==> src/sv/ttbf_pkg.sv <==
// ----------------------------------------------------------------------------
// Ternary text to binary float package
// Shared widths, character codes, microcode types and the control store.
// ----------------------------------------------------------------------------
package ttbf_pkg;

  localparam int INT_DIGITS_DEF  = 20;
  localparam int FRAC_DIGITS_DEF = 10;
  localparam int MANT_BITS_DEF   = 10;

  localparam int CHAR_W   = 8;
  localparam int INT_W    = 32;
  localparam int FRAC_W   = 16;
  localparam int EXP_W    = 5;
  localparam int ICNT_W   = 5;
  localparam int FCNT_W   = 4;
  localparam int WEIGHT_W = 15;

  localparam logic [FRAC_W:0]   FRAC_SCALE = 17'd59049;
  localparam logic [EXP_W-1:0]  EXP_TOP    = 5'd31;

  localparam logic [CHAR_W-1:0] CH_NEWLINE = 8'd10;
  localparam logic [CHAR_W-1:0] CH_PLUS    = 8'h2B;
  localparam logic [CHAR_W-1:0] CH_MINUS   = 8'h2D;
  localparam logic [CHAR_W-1:0] CH_DOT     = 8'h2E;
  localparam logic [CHAR_W-1:0] CH_ZERO    = 8'h30;
  localparam logic [CHAR_W-1:0] CH_TWO     = 8'h32;

  typedef logic [1:0] step_t;

  localparam step_t STEP_IDLE = 2'd0;
  localparam step_t STEP_NORM = 2'd1;
  localparam step_t STEP_MANT = 2'd2;
  localparam step_t STEP_EMIT = 2'd3;

  typedef enum logic [1:0] {
    OP_TAKE_CHAR,
    OP_NORMALIZE,
    OP_MANTISSA,
    OP_EMIT
  } op_t;

  typedef enum logic [1:0] {
    COND_NEWLINE,
    COND_NORM_DONE,
    COND_MANT_DONE,
    COND_OUT_FREE
  } cond_t;

  typedef struct packed {
    op_t   op;
    cond_t cond;
    step_t target;
  } ctrl_word_t;

  // Each step repeats until its condition holds, then jumps to the target.
  function automatic ctrl_word_t ucode_rom(input step_t step);
    ctrl_word_t w;
    unique case (step)
      STEP_IDLE: w = '{op: OP_TAKE_CHAR, cond: COND_NEWLINE,   target: STEP_NORM};
      STEP_NORM: w = '{op: OP_NORMALIZE, cond: COND_NORM_DONE, target: STEP_MANT};
      STEP_MANT: w = '{op: OP_MANTISSA,  cond: COND_MANT_DONE, target: STEP_EMIT};
      STEP_EMIT: w = '{op: OP_EMIT,      cond: COND_OUT_FREE,  target: STEP_IDLE};
    endcase
    return w;
  endfunction

  // Weight of a fraction digit by its position: 3^(9-k), zero past the tenth.
  function automatic logic [WEIGHT_W-1:0] frac_weight(input logic [FCNT_W-1:0] k);
    logic [WEIGHT_W-1:0] w;
    case (k)
      4'd0:    w = 15'd19683;
      4'd1:    w = 15'd6561;
      4'd2:    w = 15'd2187;
      4'd3:    w = 15'd729;
      4'd4:    w = 15'd243;
      4'd5:    w = 15'd81;
      4'd6:    w = 15'd27;
      4'd7:    w = 15'd9;
      4'd8:    w = 15'd3;
      4'd9:    w = 15'd1;
      default: w = 15'd0;
    endcase
    return w;
  endfunction

endpackage

==> src/sv/ternary_text_to_binary_float_core.sv <==
// ----------------------------------------------------------------------------
// Ternary text to binary float core
// Parses signed base-3 fixed-point text and emits exact parts plus float fields.
// ----------------------------------------------------------------------------
// Each character other than a newline is taken, and the block is ready for
// the next character in the following cycle. A newline starts a short
// microprogram: one shift per cycle finds the leading one of the integer
// part, then one mantissa bit is made per cycle, and the emit step loads the
// result register once the previous result has been taken. The input is
// held off from the newline transfer until that load.
module ternary_text_to_binary_float_core #(
  parameter int INT_DIGITS  = ttbf_pkg::INT_DIGITS_DEF,
  parameter int FRAC_DIGITS = ttbf_pkg::FRAC_DIGITS_DEF,
  parameter int MANT_BITS   = ttbf_pkg::MANT_BITS_DEF
) (
  input  logic                          clk,
  input  logic                          rst,
  input  logic                          in_valid,
  output logic                          in_ready,
  input  logic [ttbf_pkg::CHAR_W-1:0]   char_code,
  output logic                          out_valid,
  input  logic                          out_ready,
  output logic                          negative,
  output logic [ttbf_pkg::INT_W-1:0]    integer_part,
  output logic [ttbf_pkg::FRAC_W-1:0]   fraction_numerator,
  output logic [ttbf_pkg::EXP_W-1:0]    binary_exponent,
  output logic [MANT_BITS-1:0]          mantissa_bits,
  output logic                          malformed
);
  import ttbf_pkg::*;

  localparam int MC_W = $clog2(MANT_BITS + 1);

  step_t               step;
  step_t               step_next;
  ctrl_word_t          ctrl;

  logic                sign_seen_negative;
  logic                sign_taken;
  logic [INT_W-1:0]    int_accumulator;
  logic [ICNT_W-1:0]   int_digit_count;
  logic [FRAC_W-1:0]   frac_accumulator;
  logic [FCNT_W-1:0]   frac_digit_count;
  logic                after_dot;
  logic                error_seen;

  logic [INT_W-1:0]    work;
  logic [EXP_W-1:0]    exp_count;
  logic [EXP_W-1:0]    int_bits_left;
  logic [FRAC_W-1:0]   remainder;
  logic [MANT_BITS-1:0] mant;
  logic [MC_W-1:0]     mant_count;

  logic                accept;
  logic                is_newline;
  logic                is_sign;
  logic                is_dot;
  logic                is_digit;
  logic [1:0]          digit;
  logic [WEIGHT_W-1:0] weight;
  logic [FRAC_W-1:0]   frac_addend;
  logic [INT_W-1:0]    int_acc_next;
  logic                norm_done;
  logic                mant_last;
  logic                out_free;
  logic                cond_hit;
  logic [FRAC_W:0]     rem_doubled;
  logic                frac_bit;
  logic [FRAC_W-1:0]   remainder_next;
  logic                use_int_bit;
  logic                mant_bit;

  always_comb begin
    ctrl        = ucode_rom(step);
    in_ready    = (ctrl.op == OP_TAKE_CHAR);
    accept      = in_valid & in_ready;

    is_newline  = (char_code == CH_NEWLINE);
    is_sign     = (char_code == CH_PLUS) || (char_code == CH_MINUS);
    is_dot      = (char_code == CH_DOT);
    is_digit    = (char_code >= CH_ZERO) && (char_code <= CH_TWO);
    digit       = 2'(char_code - CH_ZERO);

    int_acc_next = (int_accumulator << 1) + int_accumulator + INT_W'(digit);
    weight       = frac_weight(frac_digit_count);
    if (digit[1]) begin
      frac_addend = {weight, 1'b0};
    end else if (digit[0]) begin
      frac_addend = FRAC_W'(weight);
    end else begin
      frac_addend = '0;
    end

    norm_done   = work[INT_W-1] || (exp_count == '0);
    mant_last   = (mant_count == MC_W'(MANT_BITS - 1));
    out_free    = !out_valid || out_ready;

    rem_doubled    = {remainder, 1'b0};
    frac_bit       = (rem_doubled >= FRAC_SCALE);
    remainder_next = frac_bit ? FRAC_W'(rem_doubled - FRAC_SCALE) : rem_doubled[FRAC_W-1:0];
    use_int_bit    = (int_bits_left != '0);
    mant_bit       = use_int_bit ? work[INT_W-2] : frac_bit;

    unique case (ctrl.cond)
      COND_NEWLINE:   cond_hit = accept && is_newline;
      COND_NORM_DONE: cond_hit = norm_done;
      COND_MANT_DONE: cond_hit = mant_last;
      COND_OUT_FREE:  cond_hit = out_free;
    endcase
    step_next = cond_hit ? ctrl.target : step;
  end

  always_ff @(posedge clk) begin
    if (rst) begin
      step               <= STEP_IDLE;
      out_valid          <= 1'b0;
      sign_seen_negative <= 1'b0;
      sign_taken         <= 1'b0;
      int_accumulator    <= '0;
      int_digit_count    <= '0;
      frac_accumulator   <= '0;
      frac_digit_count   <= '0;
      after_dot          <= 1'b0;
      error_seen         <= 1'b0;
    end else begin
      step <= step_next;
      if ((ctrl.op == OP_EMIT) && out_free) begin
        out_valid <= 1'b1;
      end else if (out_ready) begin
        out_valid <= 1'b0;
      end
      unique case (ctrl.op)
        OP_TAKE_CHAR: begin
          if (accept) begin
            if (is_newline) begin
              work       <= int_accumulator;
              exp_count  <= EXP_TOP;
              remainder  <= frac_accumulator;
              mant_count <= '0;
            end else if (is_sign) begin
              if (sign_taken || (int_digit_count != '0) || after_dot) begin
                error_seen <= 1'b1;
              end else begin
                sign_taken         <= 1'b1;
                sign_seen_negative <= (char_code == CH_MINUS);
              end
            end else if (is_dot) begin
              if (after_dot) begin
                error_seen <= 1'b1;
              end else begin
                after_dot <= 1'b1;
              end
            end else if (is_digit) begin
              if (!after_dot) begin
                if (int_digit_count >= ICNT_W'(INT_DIGITS)) begin
                  error_seen <= 1'b1;
                end else begin
                  if ((int_digit_count == '0) && (digit == 2'd0)) begin
                    error_seen <= 1'b1;
                  end
                  int_accumulator <= int_acc_next;
                  int_digit_count <= int_digit_count + 1'b1;
                end
              end else begin
                if (frac_digit_count >= FCNT_W'(FRAC_DIGITS)) begin
                  error_seen <= 1'b1;
                end else begin
                  frac_accumulator <= frac_accumulator + frac_addend;
                  frac_digit_count <= frac_digit_count + 1'b1;
                end
              end
            end else begin
              error_seen <= 1'b1;
            end
          end
        end
        OP_NORMALIZE: begin
          if (!norm_done) begin
            work      <= work << 1;
            exp_count <= exp_count - 1'b1;
          end else begin
            int_bits_left <= exp_count;
          end
        end
        OP_MANTISSA: begin
          mant       <= MANT_BITS'({mant, mant_bit});
          mant_count <= mant_count + 1'b1;
          if (use_int_bit) begin
            work          <= work << 1;
            int_bits_left <= int_bits_left - 1'b1;
          end else begin
            remainder <= remainder_next;
          end
        end
        OP_EMIT: begin
          if (out_free) begin
            negative           <= sign_seen_negative;
            integer_part       <= int_accumulator;
            fraction_numerator <= frac_accumulator;
            binary_exponent    <= exp_count;
            mantissa_bits      <= mant;
            malformed          <= error_seen || !after_dot || (int_digit_count == '0);
            sign_seen_negative <= 1'b0;
            sign_taken         <= 1'b0;
            int_accumulator    <= '0;
            int_digit_count    <= '0;
            frac_accumulator   <= '0;
            frac_digit_count   <= '0;
            after_dot          <= 1'b0;
            error_seen         <= 1'b0;
          end
        end
      endcase
    end
  end

endmodule

==> config.mk <==
export PLATFORM = sky130hd
export DESIGN_NAME = ternary_text_to_binary_float_core
export DESIGN_NICKNAME = d
export VERILOG_FILES = /design/src/sv/ttbf_pkg.sv /design/src/sv/ternary_text_to_binary_float_core.sv
export SDC_FILE = /design/constraint.sdc
export NUM_CORES = 1
export LEC_CHECK = 0
export BUFFER_PORTS_ARGS = -buffer_cell sky130_fd_sc_hd__buf_2
export CORE_UTILIZATION = 61
export CTS_BUF_LIST = sky130_fd_sc_hd__clkbuf_2 sky130_fd_sc_hd__clkbuf_4 sky130_fd_sc_hd__clkbuf_8
export DETAILED_ROUTE_END_ITERATION = 8
export PLACE_DENSITY = 0.88
export SYNTH_ARGS = -nofsm -noshare
export SYNTH_HDL_FRONTEND = slang
export SYNTH_SLANG_ARGS = --single-unit
==> constraint.sdc <==
create_clock -name clk -period 15.55 [get_ports clk]
set_input_delay 0.7775 -clock clk [delete_from_list [all_inputs] [get_ports clk]]
set_output_delay 0.7775 -clock clk [all_outputs]
set_load 0.02 [all_outputs]
After elaboration in Yosys (flattened, before gate mapping)
Memory sizes are Yosys's and may differ from the RTL's. A register that Yosys moved wholly into a read port is not among the register bits.
Index checks and enable logic that the tools add are counted.
{ "classes": {"reduce_logical": 39, "add_sub_neg": 10, "order_cmp": 5, "shifts": 0, "div_mod_pow": 0, "multipliers": 0, "muxes": 93, "n_bitwise": 2, "n_eq_ne": 36} }
{ "op_table": {"columns": ["cell", "n"], "rows": [
  ["two-way mux 32 bit", 12],
  ["two-way mux 16 bit", 13],
  ["case mux 32 bit (3 select lines)", 1],
  ["two-way mux 5 bit", 13],
  ["case mux 16 bit (2 select lines)", 2],
  ["case mux 32 bit (2 select lines)", 1],
  ["two-way mux 4 bit", 12],
  ["adder 32 x 2 -> 32 bit", 1],
  ["adder 32 bit", 1],
  ["case mux 5 bit (2 select lines)", 3],
  ["two-way mux 1 bit", 27],
  ["== test 8 x 6 -> 1 bit, second input constant", 3],
  ["inequality test 2 bit, second input constant", 12],
  ["case mux 6 bit (4 select lines)", 1],
  ["AND reduction 6 bit", 3],
  ["AND reduction 9 bit", 2],
  [">= comparator 17 x 16 -> 1 bit, second input constant", 1],
  ["adder 16 bit", 1],
  ["case mux 4 bit (2 select lines)", 2],
  ["subtractor 16 bit, second input constant", 1],
  ["two-way mux 15 bit", 1],
  ["== test 2 bit, second input constant", 6],
  ["inequality test 2 x 1 -> 1 bit, second input constant", 6],
  ["zero test 5 bit", 2],
  ["other kinds (31)", 58]
]} }
{ "totals": {"in_bits": 12, "out_inout_bits": 67, "register_bits": 201, "latchBits": 0, "ramBits": 0, "n_memories": 1, "rom_bits": 208, "word_cells": 208} }
{ "mem_list": {"columns": ["memory", "depth", "word_bits", "rd", "rd_clocked_by_memory_dff", "write_ports", "line", "rtl"], "rows": [
  ["(no name shown)", 16, 13, 1, 1, 0, "ttbf_pkg.sv:71", "case (k)"]
]} }

Longest topological paths before layout
{ "logic_depth": {"depth_word": 12, "depth_mapped": 16, "mapped_depth_nobuf": 14} }

Least setup slack after synthesis
No wires, ideal clock.
{ "synth_path": {"kind": "in2reg", "start": "input rst", "end": "register binary_exponent[0] (netlist name) (enable)", "path_slack_ns": 9.127, "path_stages": 4, "path_buffers": 3, "setup_ns": 0.568, "required_ns": 14.982, "arrival_time_ns": 5.856, "path_cell_list": "clkbuf_1 clkbuf_1 buf_1 nor3_1"} }
{ "synth_between": {"elab_chain_len": 2} }
{ "synth_rtl": {"columns": ["element", "line", "rtl"], "rows": [
  ["start, declared", "ternary_text_to_binary_float_core.sv:17", "input logic rst,"],
  ["inverter 1 bit (no source line)", null, null],
  ["AND reduction 3 bit (no source line)", null, null],
  ["end signal, assigned", "ternary_text_to_binary_float_core.sv:200", "binary_exponent <= exp_count;"],
  ["end, declared", "ternary_text_to_binary_float_core.sv:26", "output logic [ttbf_pkg::EXP_W-1:0] binary_exponent,"]
]} }
Every way passes these cells.
A chain may end at the register's enable or synchronous reset.

Worst setup path in the final report
{ "layout_path": {"start": "input char_code[1] (netlist name)", "end": "register int_accumulator[31]"} }
{ "layout_between": {"elab_chain_len": 10, "elab_cells_between_ends": 23, "classes_between": "add/sub: 2; order compare: 2; eq/ne: 8; mux: 8; reduce/logical: 3"} }
{ "layout_rtl": {"columns": ["element", "line", "rtl"], "rows": [
  ["start, declared", "ternary_text_to_binary_float_core.sv:20", "input logic [ttbf_pkg::CHAR_W-1:0] char_code,"],
  ["subtractor 2 x 1 -> 2 bit", "ternary_text_to_binary_float_core.sv:82", "digit = 2'(char_code - CH_ZERO);"],
  ["adder 32 x 2 -> 32 bit", "ternary_text_to_binary_float_core.sv:84", "int_acc_next = (int_accumulator << 1) + int_accumulator + INT_W'(digit);"],
  ["two-way mux 32 bit", "ternary_text_to_binary_float_core.sv:155", "if (int_digit_count >= ICNT_W'(INT_DIGITS)) begin"],
  ["two-way mux 32 bit", "ternary_text_to_binary_float_core.sv:154", "if (!after_dot) begin"],
  ["two-way mux 32 bit", "ternary_text_to_binary_float_core.sv:153", "end else if (is_digit) begin"],
  ["two-way mux 32 bit", "ternary_text_to_binary_float_core.sv:147", "end else if (is_dot) begin"],
  ["two-way mux 32 bit", "ternary_text_to_binary_float_core.sv:140", "end else if (is_sign) begin"],
  ["two-way mux 32 bit", "ternary_text_to_binary_float_core.sv:135", "if (is_newline) begin"],
  ["two-way mux 32 bit", "ternary_text_to_binary_float_core.sv:134", "if (accept) begin"],
  ["case mux 32 bit (2 select lines)", "ternary_text_to_binary_float_core.sv:132", "unique case (ctrl.op)"],
  ["end signal, assigned", "ternary_text_to_binary_float_core.sv:161", "int_accumulator <= int_acc_next;"],
  ["end, declared", "ternary_text_to_binary_float_core.sv:40", "logic [INT_W-1:0] int_accumulator;"]
]} }
Parallel ways exist; a longest one is shown, timed or not. The select of a mux whose other input is x is not followed.

==> summary.txt <==
Layout
  • Final nets: 1214
  • Most common cell after layout, fill and taps aside: sky130_fd_sc_hd__edfxtp_1
  • Area growth, synth to finish: 12.5%
  • Post-layout instance area: 0.0124 mm2
  • Fraction of layout cells with a size suffix above 1: 0.172
  • Leading cell types in the layout, fill and taps excluded: 137 x sky130_fd_sc_hd__edfxtp_1, 106 x sky130_fd_sc_hd__nor2_1, 97 x sky130_fd_sc_hd__a21oi_1

Synth
  • Seq/Total Area, Yosys: 0.508
  • Summed instance area of the synthesized netlist: 0.0111 mm2
  • Count of unique library cells instantiated by Yosys: 68
  • Number of enable-type register cells in the synthesized netlist: 137
  • Mean instance size in the synthesized netlist: 10.8 um2
  • Post-synth net total: 1128
  • Synth Warn #: 0
  • Number of cells produced by synthesis: 1021
  • FF+latch count, synth: 212
  • Most frequently used flop master after synthesis: sky130_fd_sc_hd__edfxtp_1
  • Asr flop ratio synth: 0

Floorplanning
  • Width of the die: 137 um
  • Site row count: 48
  • Initial cell density of the core: 0.633
  • Count of pins on the block boundary: 79
  • Area of the die: 0.0187 mm2
  • Die boundary height: 137 um
  • Core area: 0.0175 mm2

Drt
  • Number of nets still failing antenna checks after routing: 0
  • Via density per instance: 5.97
  • Number of remaining DRC errors: 0
  • Router iterations before antenna repair: 5
  • Initial detailed-routing violation count: 493
  • WL final: 23200 um
  • Via total after detailed routing: 8118
  • Detail-routed net length per standard cell: 17.1 um

Timing
  • Final critical path time including I/O delays and setup: 3.97 ns
  • Portion of the clock cycle consumed by the worst path in the final layout: 0.255
  • Worst slack on hold paths: 0.429 ns
  • Hold Violations, Final: 0
  • Max Slew Vio Count: 0
  • Slew margin rel.: 0.177
  • Final setup violation count: 0
  • Actual transition at the worst max-transition pin: 1.23 ns
  • Post-Route Skew: 0.0306 ns
  • Unrepaired setup endpoints after global routing: false
  • Fmax achieved: 252 MHz
  • Final sum of negative setup slack: 0 ns

Worst setup path
  • Critical Path Source: char_code[1]
  • Maximum fanout along the worst path: 17
  • Type of the setup path with the least slack: input port to flop
  • Worst path top cell family by delay: compound AO/OA/AOI/OAI gates
  • Startpoint types: input port
  • CP Data Arrival Time: 4.41 ns
  • CP Data Required Time: 15.99 ns
  • Most Frequent Cell on Critical Path: sky130_fd_sc_hd__fa_1
  • Sort of element at the end of the critical path: flop
  • Slowest-stage cell, CP: sky130_fd_sc_hd__a2111oi_0
  • Startpoint of the worst-slack reg-to-reg timing path: int_accumulator[0]
  • Critical-path cell list: buf_2 > fa_1 > ha_1 > inv_1 > fa_1 > nor2b_1 > o2111ai_1 > a31oi_1 > o211ai_1 > a2111oi_0 > o31a_1 > xnor2_1 > a21oi_1 > o22ai_1
  • Bufs and invs on worst path: 2
  • CP max stage delay: 0.76 ns

Power
  • Total power: 1.43 mW
  • Power Density: 115 mW/mm2
  • Leakage power: 5.18 nW
  • Worst supply voltage drop on vdd: 111 uV

Clock tree
  • Worst-skew pair later-pin latency: 0.53 ns
  • Clock-pin slew of the registers on the worst-case setup and hold paths: 0.06 ns
  • Clock root buffer: sky130_fd_sc_hd__clkbuf_8
  • TritonCTS clock tree: done
  • Maximum buffer depth of the clock tree: 3
  • Count of hold-fix buffers inserted at cts: 0
  • Number of clock sinks: 212
  • Postcts setup bufs: 0
  • Depth of the CTS H-tree: 2
  • Post-cts resize count: 0
  • Cts bufs inserted: 35

Hold path
  • Class of the most critical hold timing path: flop to flop
  • Worst hold start: mant[9]

Global route
  • Antenna violations before repair: 0
  • First-pass GRT wire length: 38100 um
  • Vias in the first global route: 7923
  • Largest net degree at the start of global routing: 54
  • Remaining global-route overflow: 0
  • GRT Resource Usage Total: 0.258

Place
  • Post-detailed-placement half-perimeter wirelength: 15400 um
  • Final Wtd Congestion: 0.926
  • Placement Cell Area: 0.0117 mm2
  • Port Buffers: 78

Flow run
  • Max-capacitance violation count: 0

Status
  • Run status: completed
power breakdown:
part           total (mW)  internal (mW)  leakage, nW  switching, mW
Sequential          0.670          0.646         1.85         0.0248
Combinational       0.241         0.0944         2.93          0.146
Clock               0.514          0.294        0.397          0.220
Total                1.43           1.03         5.18          0.392
through the flow:
stage	cells	utilization	worst slack (ns)
final	1360	0.712	11.58
after global routing	1359	0.711	11.38
after CTS	1359	0.711	11.72
after detailed placement	1295	0.669	11.17
after global placement	1295	0.669	11.37
after floorplan	1021	-	9.13
worst reg2reg max path, stage by stage, from the launching register on:
cell                        delay (ns)
sky130_fd_sc_hd__dfxtp_1          0.37
sky130_fd_sc_hd__fa_1             0.52
sky130_fd_sc_hd__ha_1             0.17
sky130_fd_sc_hd__inv_1            0.06
sky130_fd_sc_hd__fa_1             0.37
sky130_fd_sc_hd__nor2b_1          0.22
sky130_fd_sc_hd__o2111ai_1        0.17
sky130_fd_sc_hd__a31oi_1          0.27
sky130_fd_sc_hd__o211ai_1         0.16
sky130_fd_sc_hd__a2111oi_0        0.76
sky130_fd_sc_hd__o31a_1           0.25
sky130_fd_sc_hd__xnor2_1          0.15
sky130_fd_sc_hd__a21oi_1          0.10
sky130_fd_sc_hd__o22ai_1          0.14
final cells by class:
class	instances	area (um2)
clock inverters	15	131
fillers	1203	5040
multi-input cells	729	5160
well taps	225	282
diodes	1	2.50
inverters	39	146
flip-flops and latches	212	5620
repair buffers	90	480
clock buffers	49	618
cell families after synthesis:
| logic type | count (synthesis) | share of synthesized area |
|---|---|---|
| and+or+nand+nor | 283 | 0.124 |
| buffers and inverters | 80 | 0.0275 |
| DFF | 212 | 0.508 |
| adders and majority gates | 95 | 0.110 |
| AOI/OAI and AO/OA | 257 | 0.149 |
| xor gates and xnor gates | 61 | 0.0483 |
| muxes | 33 | 0.0334 |
worst paths after layout:
kind	end	slack (ns)	cells after the start
min reg2reg	mantissa_bits[9]	0.43	0
max reg2reg	int_accumulator[31]	11.73	13
max	int_accumulator[31]	11.58	14
min	mantissa_bits[9]	0.43	0
cell usage after synthesis, drive strengths merged (3+ instances only):
master   count  share of area
ha          92           0.10
o21a         8         0.0054
or3          3         0.0021
and2        13         0.0074
buf          8         0.0029
or2          5         0.0028
fa           3         0.0054
inv         38          0.013
a22oi        8         0.0054
nor3b        6         0.0041
o21ai       43          0.020
a31oi       10         0.0057
nor2       106          0.036
nand2b       8         0.0045
nor2b       17         0.0096
edfxtp     137           0.37
xor2        18          0.014
clkbuf      33          0.011
a22o        28          0.022
nand3       20         0.0091
a21o        22          0.015
nor4         7         0.0040
mux2        31          0.032
nand4        6         0.0034
nand2       55          0.019
a2111oi      3         0.0029
xnor2       43          0.034
o221ai       4         0.0032
o211ai       3         0.0025
a21oi       97          0.044
nor3        22          0.010
a41oi        3         0.0024
dfxtp       75           0.14
nand3b       5         0.0034
a211oi       6         0.0041
o21bai       4         0.0027
layer usage:
layer  share of wire  routed length [um]  up-vias  global-route usage
li1                -                   -     3937                   -
met1            0.44               10200     3859               0.341
met2            0.48               11000      278               0.428
met3           0.064                1490       44              0.0467
met4           0.023                 524        0              0.0895
met5               0                   0        -                   0
flip-flops by register name (all words and copies together) (netlist names), 4 cells and up:
| name | cells |
|---|---|
| frac_accumulator | 16 |
| weight | 11 |
| mant | 10 |
| remainder | 16 |
| int_bits_left | 5 |
| integer_part | 32 |
| exp_count | 5 |
| mantissa_bits | 10 |
| mant_count | 4 |
| int_accumulator | 32 |
| frac_digit_count | 4 |
| fraction_numerator | 16 |
| int_digit_count | 5 |
| work | 32 |
| binary_exponent | 5 |
(Power assumes the default switching activity.)
